==> src/rtl/core/rct_pkg.sv <==
// rct_pkg: shared types and constants for the reply correlation table
// no dependencies; used by the interfaces, the cell and the top level

package rct_pkg;

    // table depth, one cell per entry
    localparam int ENTRIES = 16;

    localparam int CORR_W = 32;
    localparam int PORT_W = 16;
    localparam int WORD_W = 64;

    // operation codes
    typedef enum logic {
        FUNC_STORE = 1'b0,
        FUNC_TAKE  = 1'b1
    } t_func;

    // result status codes
    localparam logic STATUS_OK   = 1'b0;
    localparam logic STATUS_FAIL = 1'b1;

    // request token that walks the cell row
    typedef struct packed {
        logic              live;
        logic              done;
        t_func             func;
        logic [CORR_W-1:0] corr;
        logic              family;
        logic [PORT_W-1:0] port;
        logic [WORD_W-1:0] addr_hi;
        logic [WORD_W-1:0] addr_lo;
        logic [WORD_W-1:0] cookie;
    } t_tok;

endpackage

==> src/rtl/core/rct_cell.sv <==
// rct_cell: one table entry plus one stage of the request token row
// depends on rct_pkg for the token type and operation codes

module rct_cell import rct_pkg::*; (
    input  logic i_clk,
    input  logic i_rst_n,
    input  logic i_adv,
    input  t_tok i_tok,
    output t_tok o_tok
);

    // entry storage
    logic              r_valid;
    logic              n_valid;
    logic [CORR_W-1:0] r_id;
    logic              r_family;
    logic [PORT_W-1:0] r_port;
    logic [WORD_W-1:0] r_addr_hi;
    logic [WORD_W-1:0] r_addr_lo;
    logic [WORD_W-1:0] r_cookie;

    t_tok r_tok;
    t_tok n_tok;
    logic w_open;
    logic w_hit_store;
    logic w_hit_take;

    // a still-unserved token claims this entry if it fits
    always_comb begin
        w_open      = i_adv && i_tok.live && !i_tok.done;
        w_hit_store = w_open && (i_tok.func == FUNC_STORE) && !r_valid;
        w_hit_take  = w_open && (i_tok.func == FUNC_TAKE) && r_valid && (r_id == i_tok.corr);
        n_tok       = i_tok;
        n_valid     = r_valid;
        if (w_hit_store) begin
            n_tok.done = 1'b1;
            n_valid    = 1'b1;
        end
        if (w_hit_take) begin
            n_tok.done    = 1'b1;
            n_tok.family  = r_family;
            n_tok.port    = r_port;
            n_tok.addr_hi = r_addr_hi;
            n_tok.addr_lo = r_addr_lo;
            n_tok.cookie  = r_cookie;
            n_valid       = 1'b0;
        end
    end

    // token stage and valid bit
    always_ff @(posedge i_clk) begin
        if (!i_rst_n) begin
            r_tok.live <= 1'b0;
            r_valid    <= 1'b0;
        end else begin
            if (i_adv) begin
                r_tok <= n_tok;
            end
            r_valid <= n_valid;
        end
    end

    // entry payload write on store
    always_ff @(posedge i_clk) begin
        if (w_hit_store) begin
            r_id      <= i_tok.corr;
            r_family  <= i_tok.family;
            r_port    <= i_tok.port;
            r_addr_hi <= i_tok.addr_hi;
            r_addr_lo <= i_tok.addr_lo;
            r_cookie  <= i_tok.cookie;
        end
    end

    assign o_tok = r_tok;

endmodule

==> config.mk <==
export PLATFORM = sky130hd
export DESIGN_NAME = rct_cell
export DESIGN_NICKNAME = d
export VERILOG_FILES = /design/src/rtl/core/rct_pkg.sv /design/src/rtl/core/rct_cell.sv
export SDC_FILE = /design/constraint.sdc
export NUM_CORES = 1
export LEC_CHECK = 0
export BUFFER_PORTS_ARGS = -buffer_cell sky130_fd_sc_hd__buf_2
export CORE_AREA = 2 2 189 191
export DETAILED_ROUTE_END_ITERATION = 8
export DIE_AREA = 0 0 191 193
export GPL_ROUTABILITY_DRIVEN = 0
export PLACE_DENSITY = 0.76
export RECOVER_POWER = 100
export SYNTH_ARGS = -nofsm -noshare
export SYNTH_HDL_FRONTEND = slang
export SYNTH_SLANG_ARGS = --single-unit
==> constraint.sdc <==
create_clock -name i_clk -period 41.8 [get_ports i_clk]
set_input_delay 10.45 -clock i_clk [delete_from_list [all_inputs] [get_ports i_clk]]
set_output_delay 10.45 -clock i_clk [all_outputs]
set_load 0.1 [all_outputs]
**Word level (Yosys, flattened, before mapping)**

Cells that the tools add are included.

- Flip-flop bits (word level): 486
- Input port bits: 247
- Logic and storage cells: 32

- Eq/ne operators: 1
- Multiplexer cells: 1
- Bitwise gates (word level): 2
- Reduce and logical (&&, ||, !) cells: 12

Operators with widths:

| cell | number |
|---|---|
| $mux W209 | 1 |
| $eq A32 B32 Y1 | 1 |
| $logic_and A1 B1 Y1 | 7 |
| $reduce_or A2 Y1 | 2 |
| $logic_not A1 Y1 | 2 |
| $not A1 Y1 | 2 |
| $reduce_and A2 Y1 | 1 |

**Longest topological paths before layout**

Gate-level depths: netlist (run 1).

- Depth in word-level cells: 6
- Mapped depth: 7
- Depth with buffers taken out: 5

**Worst setup path before layout (run 1)**

Ideal clock, no wire load.

- Kind: in2reg
- From: in i_tok[242] (netlist name)
- To: reg r_addr_hi[0] (enable)
- Data arrival time: 26874 ps
- Required time: 40661 ps
- Slack: 13786 ps
- Stages: 2
- Path buffers: 0
- Path through: nand3b_1 -> nor3_1

- Cells in the longest elaborated chain, start to end: 4

RTL lines:

| item | line | source |
|---|---|---|
| from (decl) | rct_cell.sv:8 | `input t_tok i_tok,` |
| $logic_not A1 Y1 | rct_cell.sv:30 | `w_open = i_adv && i_tok.live && !i_tok.done;` |
| $logic_and A1 B1 Y1 | rct_cell.sv:30 |  |
| $logic_and A1 B1 Y1 (2 in a row) | rct_cell.sv:31 | `w_hit_store = w_open && (i_tok.func == FUNC_STORE) && !r_valid;` |
| net w_hit_store | rct_cell.sv:25 | `logic w_hit_store;` |
| to (signal assigned) | rct_cell.sv:69 | `r_addr_hi <= i_tok.addr_hi;` |
| to (decl) | rct_cell.sv:18 | `logic [WORD_W-1:0] r_addr_hi;` |

The timed path passes the listed nets, and every way through them passes these cells.
A chain may end at the register's enable or synchronous reset.

==> PnR_summary.wiki, run 1 <==
{| class="wikitable"
! Metric !! Value
|-
| Number of design-rule violations left by the first detailed-router iteration || 543
|-
| Crit path max fanout || 74
|-
| Number of warning messages in the yosys log || 0
|-
| Placeable core region || 34960 sq um
|-
| Die height || 193 um
|-
| Number of CTS-inserted buffers || 49
|-
| Cell family contributing the most delay on the critical path || buffers and inverters
|-
| Bufs on Longest Clock Path || 3
|-
| Worst Tran Pin Value || 4.521 ns
|-
| Levels on crit path || 8
|-
| Antenna violations before repair || 5
|-
| Die X || 191 um
|-
| Post-route worst hold slack || around 0.53 ns
|-
| Worst reg2reg path depth || 7
|-
| Grt ovf || 0
|-
| HPWL Detailed || 25.92 mm
|-
| Worst-path cell chain || clkbuf_1 -> xnor2_1 -> nand4_1 -> or4_1 -> nor4_4 -> clkbuf_1 -> clkbuf_1 -> mux2_2
|-
| Critical path type || in2reg
|-
| Area grow syn2layout || 21.75%
|-
| H-tree level count || 2
|-
| Clock group share of total power || 0.357
|-
| Largest cells by area after synthesis || sky130_fd_sc_hd__edfxtp_1 83%, sky130_fd_sc_hd__mux2_1 12%, sky130_fd_sc_hd__mux2_2 1.3%
|-
| Total power divided by cell area || approximately 53 nW/um^2
|-
| Number of remaining DRC errors || 0
|-
| R2r startpoint || r_id[27]
|-
| Net switching power || 0.3166 mW
|-
| Capturing element of the worst setup path || o_tok[208]
|-
| Input/output buffers || 490
|-
| Count of filler cells inserted in the layout || between 2000 and 3000
|-
| Slowest cell on crit path || sky130_fd_sc_hd__clkbuf_1
|-
| Failing checks || max-capacitance violations, max-slew violations
|-
| Clock Sink Count || ~490
|-
| Net count after synthesis || 1018
|-
| Post-synthesis cell type count || 22
|-
| Clock transition at path regs || 0.06 ns
|-
| Number of resized instances in the post-cts repair step || 0
|-
| Setup Viol. Count Final || 0
|-
| Tcrit/Tclk final || 0.4374
|-
| Via total after detailed routing || between 9000 and 10000
|-
| Peak clock frequency supported by timing || 54.70 MHz
|-
| Per-cell routed wire length || 20.91 um
|-
| Post-synthesis sequential area ratio || 0.8287
|-
| Routed wire length || about 38 mm
|-
| Startpoint of the worst setup timing path || i_tok[209]
|-
| Post-detailed-route via-to-cell ratio || 5.077
|-
| Worst Path Arrival || 18.58 ns
|-
| Area share of the largest cell type after synthesis || 0.8264
|-
| Element type at the critical path end || flip-flop
|-
| Result of the run || finished with violations
|-
| Minimum setup slack among reg-to-reg paths || 33.16 ns
|-
| Classification of the worst-slack hold path || reg2reg
|-
| GRT Total Usage || 0.1948
|-
| Slew Viols, Final || 714
|-
| Initial core utilization || 0.5030
|-
| Maximum single-stage delay on the critical path || between 3 and 4 ns
|-
| Flip-flop and latch count after synthesis || 486
|-
| Final Hold Fails || 0
|-
| Post-synth design cell area || 17590 sq um
|-
| Cell internal power dissipation || 0.8139 mW
|-
| Share of the core filled with cells in the final layout || 0.6124
|-
| Wire length of the first global-routing pass || between 50 and 60 mm
|-
| DIE AREA || 36860 sq um
|-
| Max Clock Skew || 0.01309 ns
|-
| RSZ-0062 raised after global routing || false
|-
| Part of the total power dissipated in sequential elements || 0.502
|-
| Clock tree from TritonCTS || yes
|-
| Synth Instances || 771
|-
| Nature of the critical path startpoint || primary input
|-
| Fraction of power consumed by combinational cells || 0.141
|-
| Row count || 69
|-
| Endpoint of the worst-slack reg-to-reg timing path || o_tok[208]
|-
| Leakage power of the design || 7.037 nW
|-
| Antenna violation net count after detailed routing || 0
|-
| I/O pins || 491
|-
| Setup Total Neg Slack || 0 ns
|-
| Post-synthesis cell type with the largest combined area || sky130_fd_sc_hd__edfxtp_1
|-
| Mean post-synth cell area || ~23 sq um
|-
| Pin count of the biggest net entering global routing || 80
|-
| Clock Root Buffer || sky130_fd_sc_hd__clkbuf_16
|-
| Nets || 1546
|-
| Quantity of hold-fixing buffers added after cts || 0
|-
| Fraction of final layout cells sized beyond drive strength 1 || 0.1444
|-
| Combined buffer and inverter count along the critical path || 3
|-
| Maximum vdd drop || 0.00003850 V
|-
| Post-CTS Setup Bufs || 0
|-
| Clk Latency, worst-skew pair || roughly 0.56 ns
|-
| Net switching fraction of the power || 0.2801
|-
| Number of detailed-routing iterations run before antenna repair || 6
|-
| Max-capacitance violation count || 11
|-
| Number of global-route vias before repair || 9385
|-
| Critical path data required time || 42.10 ns
|-
| Time the worst path needs with I/O delays and setup || between 15 and 20 ns
|-
| Crit path top cell by count || sky130_fd_sc_hd__clkbuf_1
|-
| Tightest slew margin relative to the limit || -2.014
|}
-- worst register-to-register path, cell delays in order (launching register included) --
cell                       delay, ns
sky130_fd_sc_hd__edfxtp_1       0.40
sky130_fd_sc_hd__xnor2_1        0.16
sky130_fd_sc_hd__nand4_1        0.19
sky130_fd_sc_hd__or4_1          0.62
sky130_fd_sc_hd__nor4_4         0.28
sky130_fd_sc_hd__clkbuf_1       2.99
sky130_fd_sc_hd__clkbuf_1       3.19
sky130_fd_sc_hd__mux2_2         0.54
-- registers in the layout, indices dropped and copies added, names as in the netlist --
| signal | count |
|---|---|
| o_tok | 244 |
| r_addr_hi | 64 |
| r_addr_lo | 64 |
| r_cookie | 64 |
| r_id | 32 |
| r_port | 16 |
| r_family | 1 |
| r_valid | 1 |
-- final cells by class --
| cell class | instances | area (sq um) | area share |
|---|---|---|---|
| clock inverters | 17 | 163.9 | 0.007655 |
| well taps | 461 | 576.8 | 0.02694 |
| multi-input cells | 262 | 2778 | 0.1297 |
| diodes | 7 | 17.52 | 0.0008181 |
| clock buffers | 65 | 1286 | 0.06007 |
| flip-flops and latches | 486 | 14570 | 0.6807 |
| repair buffers | 500 | 2016 | 0.09414 |
-- through the flow --
| stage | cells | instance area [sq um] | setup WS, ns | power (mW) |
|---|---|---|---|---|
| finish | 1798 | 21410 | 23.52 | 1.131 |
| CTS | 1791 | 21910 | 28.01 | 1.145 |
| floorplan | 771 | 17590 | 13.79 | 0.7095 |
| global placement | 1709 | 20460 | 27.48 | 0.7394 |
| detailed placement | 1709 | 20460 | 27.40 | 0.7421 |
| global route | 1795 | 21400 | 22.87 | 1.164 |
-- cell usage after synthesis --
master                     count
sky130_fd_sc_hd__nand4_1       4
sky130_fd_sc_hd__nor2_1        2
sky130_fd_sc_hd__nor2b_1       1
sky130_fd_sc_hd__nor4_4        1
sky130_fd_sc_hd__or4_1         2
sky130_fd_sc_hd__edfxtp_1    484
sky130_fd_sc_hd__buf_2         2
sky130_fd_sc_hd__and2_1        1
sky130_fd_sc_hd__mux2_1      188
sky130_fd_sc_hd__nor4_1        3
sky130_fd_sc_hd__buf_4         3
sky130_fd_sc_hd__nor3_1        1
sky130_fd_sc_hd__or3_1         1
sky130_fd_sc_hd__mux2i_1       1
sky130_fd_sc_hd__nand3_1       2
sky130_fd_sc_hd__xor2_1       15
sky130_fd_sc_hd__xnor2_1      17
sky130_fd_sc_hd__buf_6        18
sky130_fd_sc_hd__dfxtp_1       2
sky130_fd_sc_hd__mux2_2       21
sky130_fd_sc_hd__o21ai_0       1
sky130_fd_sc_hd__nand3b_1      1
-- worst min-delay path by stage --
stage	slack (ns)	startpoint	cells past startpoint	endpoint
after floorplan	0.50	r_valid	2	r_valid
after global placement	0.51	r_addr_hi[45]	1	o_tok[173]
after detailed placement	0.52	r_addr_lo[28]	1	o_tok[92]
after CTS	0.53	r_cookie[32]	1	o_tok[32]
after global routing	0.54	r_addr_hi[51]	1	o_tok[179]
final	0.53	r_cookie[32]	1	o_tok[32]
-- layer usage --
layer,vias up,global-route usage,part of all wire
met4,0,0.09839,0.037
li1,4137,-,-
met1,4567,0.2308,0.37
met2,344,0.3286,0.51
met3,80,0.05430,0.078
met5,-,0,0
-- cell usage in the layout, fill, tap and decap left out, types with 6 or more instances in the layout --
cell / n
sky130_fd_sc_hd__xnor2_1: 17
sky130_fd_sc_hd__diode_2: 7
sky130_fd_sc_hd__xor2_1: 15
sky130_fd_sc_hd__mux2_1: 189
sky130_fd_sc_hd__clkbuf_16: 49
sky130_fd_sc_hd__edfxtp_1: 484
sky130_fd_sc_hd__mux2_2: 20
sky130_fd_sc_hd__clkbuf_1: 405
sky130_fd_sc_hd__clkinv_1: 6
sky130_fd_sc_hd__buf_2: 111
-- power by group through the flow --
stage	Sequential (mW)	Combinational, mW	Clock [mW]
floorplan	0.696	0.0135	0
global placement	0.575	0.164	0
detailed placement	0.576	0.166	0
CTS	0.566	0.167	0.412
global route	0.569	0.164	0.430
finish	0.568	0.159	0.404
-- logic make-up (layout without fill, tap and decap cells) --
family / count (synthesis) / in the layout / synth area share
AOI/OAI and AO/OA: 1 / 1 / 0.0002843
xor gates and xnor gates: 32 / 32 / 0.01594
buffers and inverters: 23 / 582 / 0.01337
DFF: 486 / 486 / 0.8287
muxes: 210 / 210 / 0.1344
other: 0 / 7 / 0
and+or+nand+nor: 19 / 19 / 0.007328
Power figures use the tool's default switching activity.
==> run 2, diff against run 1 <==
--- a/config.mk
+++ b/config.mk
@@ -6,11 +6,11 @@
 export NUM_CORES = 1
 export LEC_CHECK = 0
 export BUFFER_PORTS_ARGS = -buffer_cell sky130_fd_sc_hd__buf_2
-export CORE_AREA = 2 2 189 191
+export CORE_MARGIN = 1.5
+export CORE_UTILIZATION = 47
 export DETAILED_ROUTE_END_ITERATION = 8
-export DIE_AREA = 0 0 191 193
 export GPL_ROUTABILITY_DRIVEN = 0
-export PLACE_DENSITY = 0.76
+export PLACE_DENSITY = 0.74
 export RECOVER_POWER = 100
 export SYNTH_ARGS = -nofsm -noshare
 export SYNTH_HDL_FRONTEND = slang
==> constraint.sdc (replaced) <==
create_clock -name i_clk -period 14.95 [get_ports i_clk]
set_input_delay 3.7375 -clock i_clk [delete_from_list [all_inputs] [get_ports i_clk]]
set_output_delay 3.7375 -clock i_clk [all_outputs]
set_load 0.1 [all_outputs]
==> run 2 against run 1 <==
Net effect:
- sequential share of layout area down 0.11 points
- clock power rose to 2.8 times the previous value
- cell count up 0.67%
- critical path type unchanged
- global-route usage down 0.40 points
- first-iteration DRC count down 26%
- largest power group unchanged
- largest cell class unchanged
- the run still ends with max-capacitance violations, max-slew violations left
==> PnR_summary.wiki, run 2 (synthesis gave the netlist of run 1 again) <==
{| class="wikitable"
! Metric !! Value
|-
| Result of the run || finished with violations
|-
| Failing checks || max-capacitance violations, max-slew violations
|-
| Peak clock frequency supported by timing || 98.50 MHz
|-
| Area occupied by multi-input gates || 2763 sq um (-0.54%)
|-
| Quantity of hold-fixing buffers added after cts || 0 (unchanged)
|-
| Fraction of final layout cells sized beyond drive strength 1 || 0.1538 (+0.009485)
|-
| Area grow syn2layout || 21.95%
|-
| Leakage power of the design || 7.071 nW (+0.47%)
|-
| Number of detailed-routing iterations run before antenna repair || 4 (-2)
|-
| Tightest slew margin relative to the limit || -1.945 (+0.06918)
|-
| Maximum vdd drop || 0.0001003 V (+160%)
|-
| Clock Sink Count || 486 (unchanged)
|-
| Input/output buffers || 490 (unchanged)
|-
| Number of remaining DRC errors || 0 (unchanged)
|-
| Most frequent standard cell in the layout excluding fill and tap cells || sky130_fd_sc_hd__edfxtp_1
|-
| Post-detailed-route via-to-cell ratio || 5.052 (-0.49%)
|-
| Reg area || 14570 sq um (unchanged)
|-
| Setup Total Neg Slack || 0 ns (unchanged)
|-
| Combined buffer and inverter count along the critical path || 3 (unchanged)
|-
| Initial core utilization || 0.4792 (-0.02375)
|-
| Number of CTS-inserted buffers || 49 (unchanged)
|-
| I/O pins || 491 (unchanged)
|-
| Number of resized instances in the post-cts repair step || 0 (unchanged)
|-
| Die X || 196.4 um (+2.8%)
|-
| Setup Viol. Count Final || 0 (unchanged)
|-
| Clk Latency, worst-skew pair || 0.57 ns (about the same)
|-
| Per-cell routed wire length || 20.79 um (-0.56%)
|-
| Antenna violations before repair || 5 (unchanged)
|-
| Nets || 1547 (+0.065%)
|-
| Time the worst path needs with I/O delays and setup || approximately 10 ns
|-
| Max Clock Skew || 0.01522 ns (+0.002127 ns)
|-
| Slowest cell on crit path || sky130_fd_sc_hd__clkbuf_1
|-
| GRT Total Usage || 0.1908 (-0.003959)
|-
| Crit path max fanout || 73 (-1.4%)
|-
| Crit path top cell by count || sky130_fd_sc_hd__clkbuf_1
|-
| Row count || 70 (+1.4%)
|-
| Die height || 196.4 um (+1.8%)
|-
| Post-CTS Setup Bufs || 0 (unchanged)
|-
| Clock transition at path regs || 0.06 ns (about the same)
|-
| Highest-count cells in the layout ignoring fill and taps || 484 x sky130_fd_sc_hd__edfxtp_1, 392 x sky130_fd_sc_hd__clkbuf_1, 189 x sky130_fd_sc_hd__mux2_1
|-
| Slew Viols, Final || 639 (-11%)
|-
| Number of design-rule violations left by the first detailed-router iteration || 404 (-26%)
|-
| Classification of the worst-slack hold path || reg2reg
|-
| Number of global-route vias before repair || 9621 (+2.5%)
|-
| Element type at the critical path end || flip-flop
|-
| Overall power consumption || 3.168 mW (+180%)
|-
| Pin count of the biggest net entering global routing || 78 (-2.5%)
|-
| Placeable core region || 36700 sq um (+5.0%)
|-
| Routed wire length || 37.64 mm (+0.10%)
|-
| DIE AREA || 38590 sq um (+4.7%)
|-
| Final Hold Fails || 0 (unchanged)
|-
| Number of flip-flops in the largest register || 244 (unchanged)
|-
| Total power divided by cell area || 147.7 nW/um^2 (+180%)
|-
| Via total after detailed routing || 9144 (+0.18%)
|-
| Worst Tran Pin Value || 4.417 ns (-0.1038 ns)
|-
| Maximum single-stage delay on the critical path || 3.01 ns (-0.11 ns)
|-
| HPWL Detailed || 25.40 mm (-2.0%)
|-
| Worst-path cell chain || clkbuf_1 -> xnor2_1 -> nand4_1 -> or4_1 -> nor4_1 -> clkbuf_1 -> clkbuf_1 -> mux2_1
|-
| Critical path type || in2reg
|-
| Count of filler cells inserted in the layout || 2927 (+9.2%)
|-
| Clock tree from TritonCTS || yes
|-
| Grt ovf || 0 (unchanged)
|-
| Critical path data required time || 15.25 ns (-26.85 ns)
|-
| Tcrit/Tclk final || 0.6791
|-
| Cell family contributing the most delay on the critical path || buffers and inverters
|-
| Bufs on Longest Clock Path || 3 (unchanged)
|-
| Nature of the critical path startpoint || primary input
|-
| RSZ-0062 raised after global routing || false
|-
| Max-capacitance violation count || 11 (unchanged)
|-
| H-tree level count || 2 (unchanged)
|-
| Clock Root Buffer || sky130_fd_sc_hd__clkbuf_16
|-
| Wire length of the first global-routing pass || 55.66 mm (+3.3%)
|-
| Worst Path Arrival || 10.45 ns (-8.13 ns)
|-
| Antenna violation net count after detailed routing || 0 (unchanged)
|}
[run 2: cell count changes in the layout (fill, tap and decap cells not counted), moves of 2 or more]
cell                        before  now
sky130_fd_sc_hd__clkbuf_1      405  392
sky130_fd_sc_hd__clkinv_1        6   13
sky130_fd_sc_hd__buf_2         111  117
sky130_fd_sc_hd__clkinv_2        5   11
sky130_fd_sc_hd__diode_2         7    3
sky130_fd_sc_hd__bufinv_16       3    1
sky130_fd_sc_hd__clkbuf_16      49   51
[run 2: worst paths after layout]
path / startpoint / end / slack (ns) / depth (start not counted)
setup / recovery: i_tok[227] / o_tok[187] / 4.80 / 8
hold / removal: r_cookie[39] / o_tok[39] / 0.53 / 1
setup reg to reg: r_id[18] / o_tok[187] / 7.70 / 7
hold reg to reg: r_cookie[39] / o_tok[39] / 0.53 / 1
[run 2: metal layers]
layer	vias up	global-route usage	wire length, um
li1	4148	-	-
met4	4	0.07322	1224
met5	-	0	27
met3	83	0.07444	3379
met2	386	0.3228	18970
met1	4523	0.2190	14040
[run 2: power breakdown]
| group | total (mW) | internal [mW] | leakage (nW) | switching [mW] |
|---|---|---|---|---|
| logic | 0.446 | 0.0528 | 1.85 | 0.393 |
| clock network | 1.14 | 0.640 | 0.735 | 0.495 |
| registers | 1.59 | 1.57 | 4.49 | 0.0163 |
| total | 3.17 | 2.26 | 7.07 | 0.905 |
[run 2: cell type report]
class / count / area share
Tap cell: 468 / 0.02730
Clock inverter: 30 / 0.008226
Clock buffer: 60 / 0.06108
Antenna cell: 3 / 0.0003500
Timing Repair Buffer: 501 / 0.09469
Multi-Input combinational cell: 262 / 0.1288
Sequential cell: 486 / 0.6795
[run 2: per-stage QoR]
step | instances | instance area [sq um] | worst slack [ns] | utilization | hold slack [ns]
detailed placement | 1717 | 20490 | 7.699 | 0.5582 | 0.5169
floorplan | 771 | 17590 | 1.056 | - | 0.5083
global placement | 1717 | 20490 | 7.716 | 0.5582 | 0.4937
global route | 1810 | 21450 | 4.260 | 0.5844 | 0.5439
finish | 1810 | 21450 | 4.798 | 0.5844 | 0.5299
CTS | 1807 | 21970 | 8.303 | 0.5987 | 0.5287
[run 2: worst register-to-register path: cells and delay by family (launching register included)]
kind,cells,cell delay [ns]
buffers and inverters,2,4.77
AND/OR/NAND/NOR,3,1.05
flip-flops,1,0.38
XOR/XNOR,1,0.23
multiplexers,1,0.55
==> run 3, diff against run 2 <==
--- a/config.mk
+++ b/config.mk
@@ -6,11 +6,11 @@
 export NUM_CORES = 1
 export LEC_CHECK = 0
 export BUFFER_PORTS_ARGS = -buffer_cell sky130_fd_sc_hd__buf_2
-export CORE_MARGIN = 1.5
-export CORE_UTILIZATION = 47
+export CORE_AREA = 2 2 193 195
 export DETAILED_ROUTE_END_ITERATION = 8
+export DIE_AREA = 0 0 195 197
 export GPL_ROUTABILITY_DRIVEN = 0
-export PLACE_DENSITY = 0.74
+export PLACE_DENSITY = 0.73
 export RECOVER_POWER = 100
 export SYNTH_ARGS = -nofsm -noshare
 export SYNTH_HDL_FRONTEND = slang
==> constraint.sdc (replaced) <==
create_clock -name i_clk -period 9.4 [get_ports i_clk]
set_input_delay 2.35 -clock i_clk [delete_from_list [all_inputs] [get_ports i_clk]]
set_output_delay 2.35 -clock i_clk [all_outputs]
set_load 0.1 [all_outputs]
==> run 3 against run 2 <==
Net effect:
- the flow still finishes with violations (max-capacitance violations, max-slew violations)
- register-to-register slack got worse by 3.3 ns
- cell count unchanged
- utilization grew 0.70 points
- die area decreased by 0.45%
- clock skew increased by 0.012 ns
- non-clock buffer count stayed put
- hold slack worse by 0.0028 ns
- first-iteration DRC count increased by 29%
- routed wire length rose by 1.1%
- combinational power grew 59%
- total power grew 59%
==> PnR_summary.wiki, run 3 (synthesis gave the netlist of run 1 again) <==
{| class="wikitable"
! Metric !! Value
|-
| Post-route worst hold slack || 0.5271 ns (-0.002775 ns)
|-
| Total power divided by cell area || 235.0 nW/um^2 (+59%)
|-
| Row count || 70 (unchanged)
|-
| Per-cell routed wire length || 21.02 um (+1.1%)
|-
| Number of remaining DRC errors || 0 (unchanged)
|-
| I/O pins || 491 (unchanged)
|-
| Post-CTS Setup Bufs || 0 (unchanged)
|-
| Maximum vdd drop || 0.0002004 V (+100%)
|-
| Leakage power of the design || 7.030 nW (-0.58%)
|-
| Quantity of hold-fixing buffers added after cts || 0 (unchanged)
|-
| Slew Viols, Final || 232 (-64%)
|-
| Classification of the worst-slack hold path || reg2reg
|-
| Reg area || 14570 sq um (unchanged)
|-
| Number of cells in the design after placement || 1717 (unchanged)
|-
| Critical path type || in2reg
|-
| Routed wire length || 38.05 mm (+1.1%)
|-
| Antenna violation net count after detailed routing || 0 (unchanged)
|-
| Antenna violations before repair || 10 (+5)
|-
| DIE AREA || 38420 sq um (-0.45%)
|-
| Die X || 195 um (-0.73%)
|-
| Highest-count cells in the layout ignoring fill and taps || 484 x sky130_fd_sc_hd__edfxtp_1, 405 x sky130_fd_sc_hd__clkbuf_1, 188 x sky130_fd_sc_hd__mux2_1
|-
| Time the worst path needs with I/O delays and setup || 6.832 ns
|-
| Element type at the critical path end || flip-flop
|-
| Setup Total Neg Slack || 0 ns (unchanged)
|-
| Placeable core region || 36260 sq um (-1.2%)
|-
| Pin count of the biggest net entering global routing || 79 (+1.3%)
|-
| Number of resized instances in the post-cts repair step || 0 (unchanged)
|-
| Result of the run || finished with violations
|-
| Peak clock frequency supported by timing || between 100 and 150 MHz
|-
| Post-detailed-route via-to-cell ratio || 5.011 (-0.81%)
|-
| Crit path max fanout || 77 (+5.5%)
|-
| Setup Viol. Count Final || 0 (unchanged)
|-
| Tcrit/Tclk final || 0.7268
|-
| Die height || 197 um (+0.29%)
|-
| Clock Root Buffer || sky130_fd_sc_hd__clkbuf_16
|-
| Number of detailed-routing iterations run before antenna repair || 4 (unchanged)
|-
| Worst Path Arrival || 6.96 ns (-3.49 ns)
|-
| H-tree level count || 2 (unchanged)
|-
| Critical path data required time || 9.52 ns (-5.73 ns)
|-
| Clock transition at path regs || 0.06 ns (about the same)
|-
| Input/output buffers || 490 (unchanged)
|-
| Nature of the critical path startpoint || primary input
|-
| Worst Tran Pin Value || 4.237 ns (-0.1795 ns)
|-
| Clk Latency, worst-skew pair || 0.56 ns (about the same)
|-
| Number of global-route vias before repair || 9499 (-1.3%)
|-
| Most frequent standard cell in the layout excluding fill and tap cells || sky130_fd_sc_hd__edfxtp_1
|-
| Final Hold Fails || 0 (unchanged)
|-
| Area grow syn2layout || 21.93% (about the same)
|-
| Initial core utilization || 0.4850 (+0.005788)
|-
| Clock Sink Count || 486 (unchanged)
|-
| HPWL Detailed || 25.98 mm (+2.3%)
|-
| Final non-filler cell total || 1810 (unchanged)
|-
| Tightest slew margin relative to the limit || -1.827 (+0.1180)
|-
| Number of design-rule violations left by the first detailed-router iteration || 522 (+29%)
|-
| Grt ovf || 0 (unchanged)
|-
| Wire length of the first global-routing pass || 55.77 mm (+0.20%)
|-
| Fraction of final layout cells sized beyond drive strength 1 || 0.1446 (-0.009277)
|-
| Failing checks || max-capacitance violations, max-slew violations
|-
| Clock tree from TritonCTS || yes
|-
| Area occupied by multi-input gates || 2763 sq um (unchanged)
|-
| Count of filler cells inserted in the layout || 2915 (-0.41%)
|-
| Nets || 1546 (-0.065%)
|-
| Max-capacitance violation count || 4 (-7)
|-
| Max Clock Skew || 0.02741 ns (+0.01220 ns)
|-
| Via total after detailed routing || 9070 (-0.81%)
|-
| Bufs on Longest Clock Path || 3 (unchanged)
|-
| GRT Total Usage || 0.1924 (+0.001571)
|-
| RSZ-0062 raised after global routing || false
|-
| Number of CTS-inserted buffers || 48 (-2.0%)
|-
| Number of flip-flops in the largest register || 244 (unchanged)
|}
[run 3: cell count changes in the layout (fill, tap and decap cells not counted), sizes merged]
cell / before / now
inv: 3 / 1
diode: 3 / 7
bufinv: 1 / 3
buf: 118 / 105
clkinv: 25 / 20
clkbuf: 443 / 455
clkinvlp: 1 / 3
[run 3: worst max-delay path, stage by stage]
cell	delay [ns]
sky130_fd_sc_hd__clkbuf_1	0.16
sky130_fd_sc_hd__nand3b_1	0.18
sky130_fd_sc_hd__nor3_1	0.25
sky130_fd_sc_hd__clkbuf_1	2.21
sky130_fd_sc_hd__clkbuf_2	1.72
[run 3: power breakdown]
group / internal (mW) / switching, mW
clock: 1.04 / 0.774
combinational: 0.0835 / 0.627
sequential: 2.49 / 0.0265
[run 3: routing by layer]
| metal | track usage | vias up | share of wire |
|---|---|---|---|
| met3 | 0.06160 | 82 | 0.088 |
| li1 | - | 4145 | - |
| met5 | 0 | - | 0.0011 |
| met2 | 0.3190 | 379 | 0.49 |
| met4 | 0.08991 | 6 | 0.035 |
| met1 | 0.2305 | 4458 | 0.38 |
[run 3: layout make-up]
type                       count  share of cell area
timing repair buffer         501             0.09470
clock buffer                  59             0.05893
clock inverter                27            0.009744
tap                          468             0.02731
antenna                        7           0.0008169
sequential                   486              0.6797
multi-input combinational    262              0.1288
[run 3: metrics by stage]
step	area, sq um	util	setup WS (ns)	power (mW)
floorplan	17600	-	0.6591	3.146
global placement	20490	0.5650	3.278	3.291
detailed placement	20490	0.5650	3.220	3.302
CTS	21960	0.6056	3.819	5.111
global route	21440	0.5913	2.125	5.194
finish	21440	0.5914	2.568	5.039
[run 3: final timing paths]
check / from / end / slack (ns) / depth (start not counted)
setup reg to reg: r_valid / r_addr_lo[34] / 4.36 / 3
setup / recovery: i_adv / r_addr_lo[34] / 2.57 / 5
hold / removal: r_addr_hi[47] / o_tok[175] / 0.53 / 1
hold reg to reg: r_addr_hi[47] / o_tok[175] / 0.53 / 1
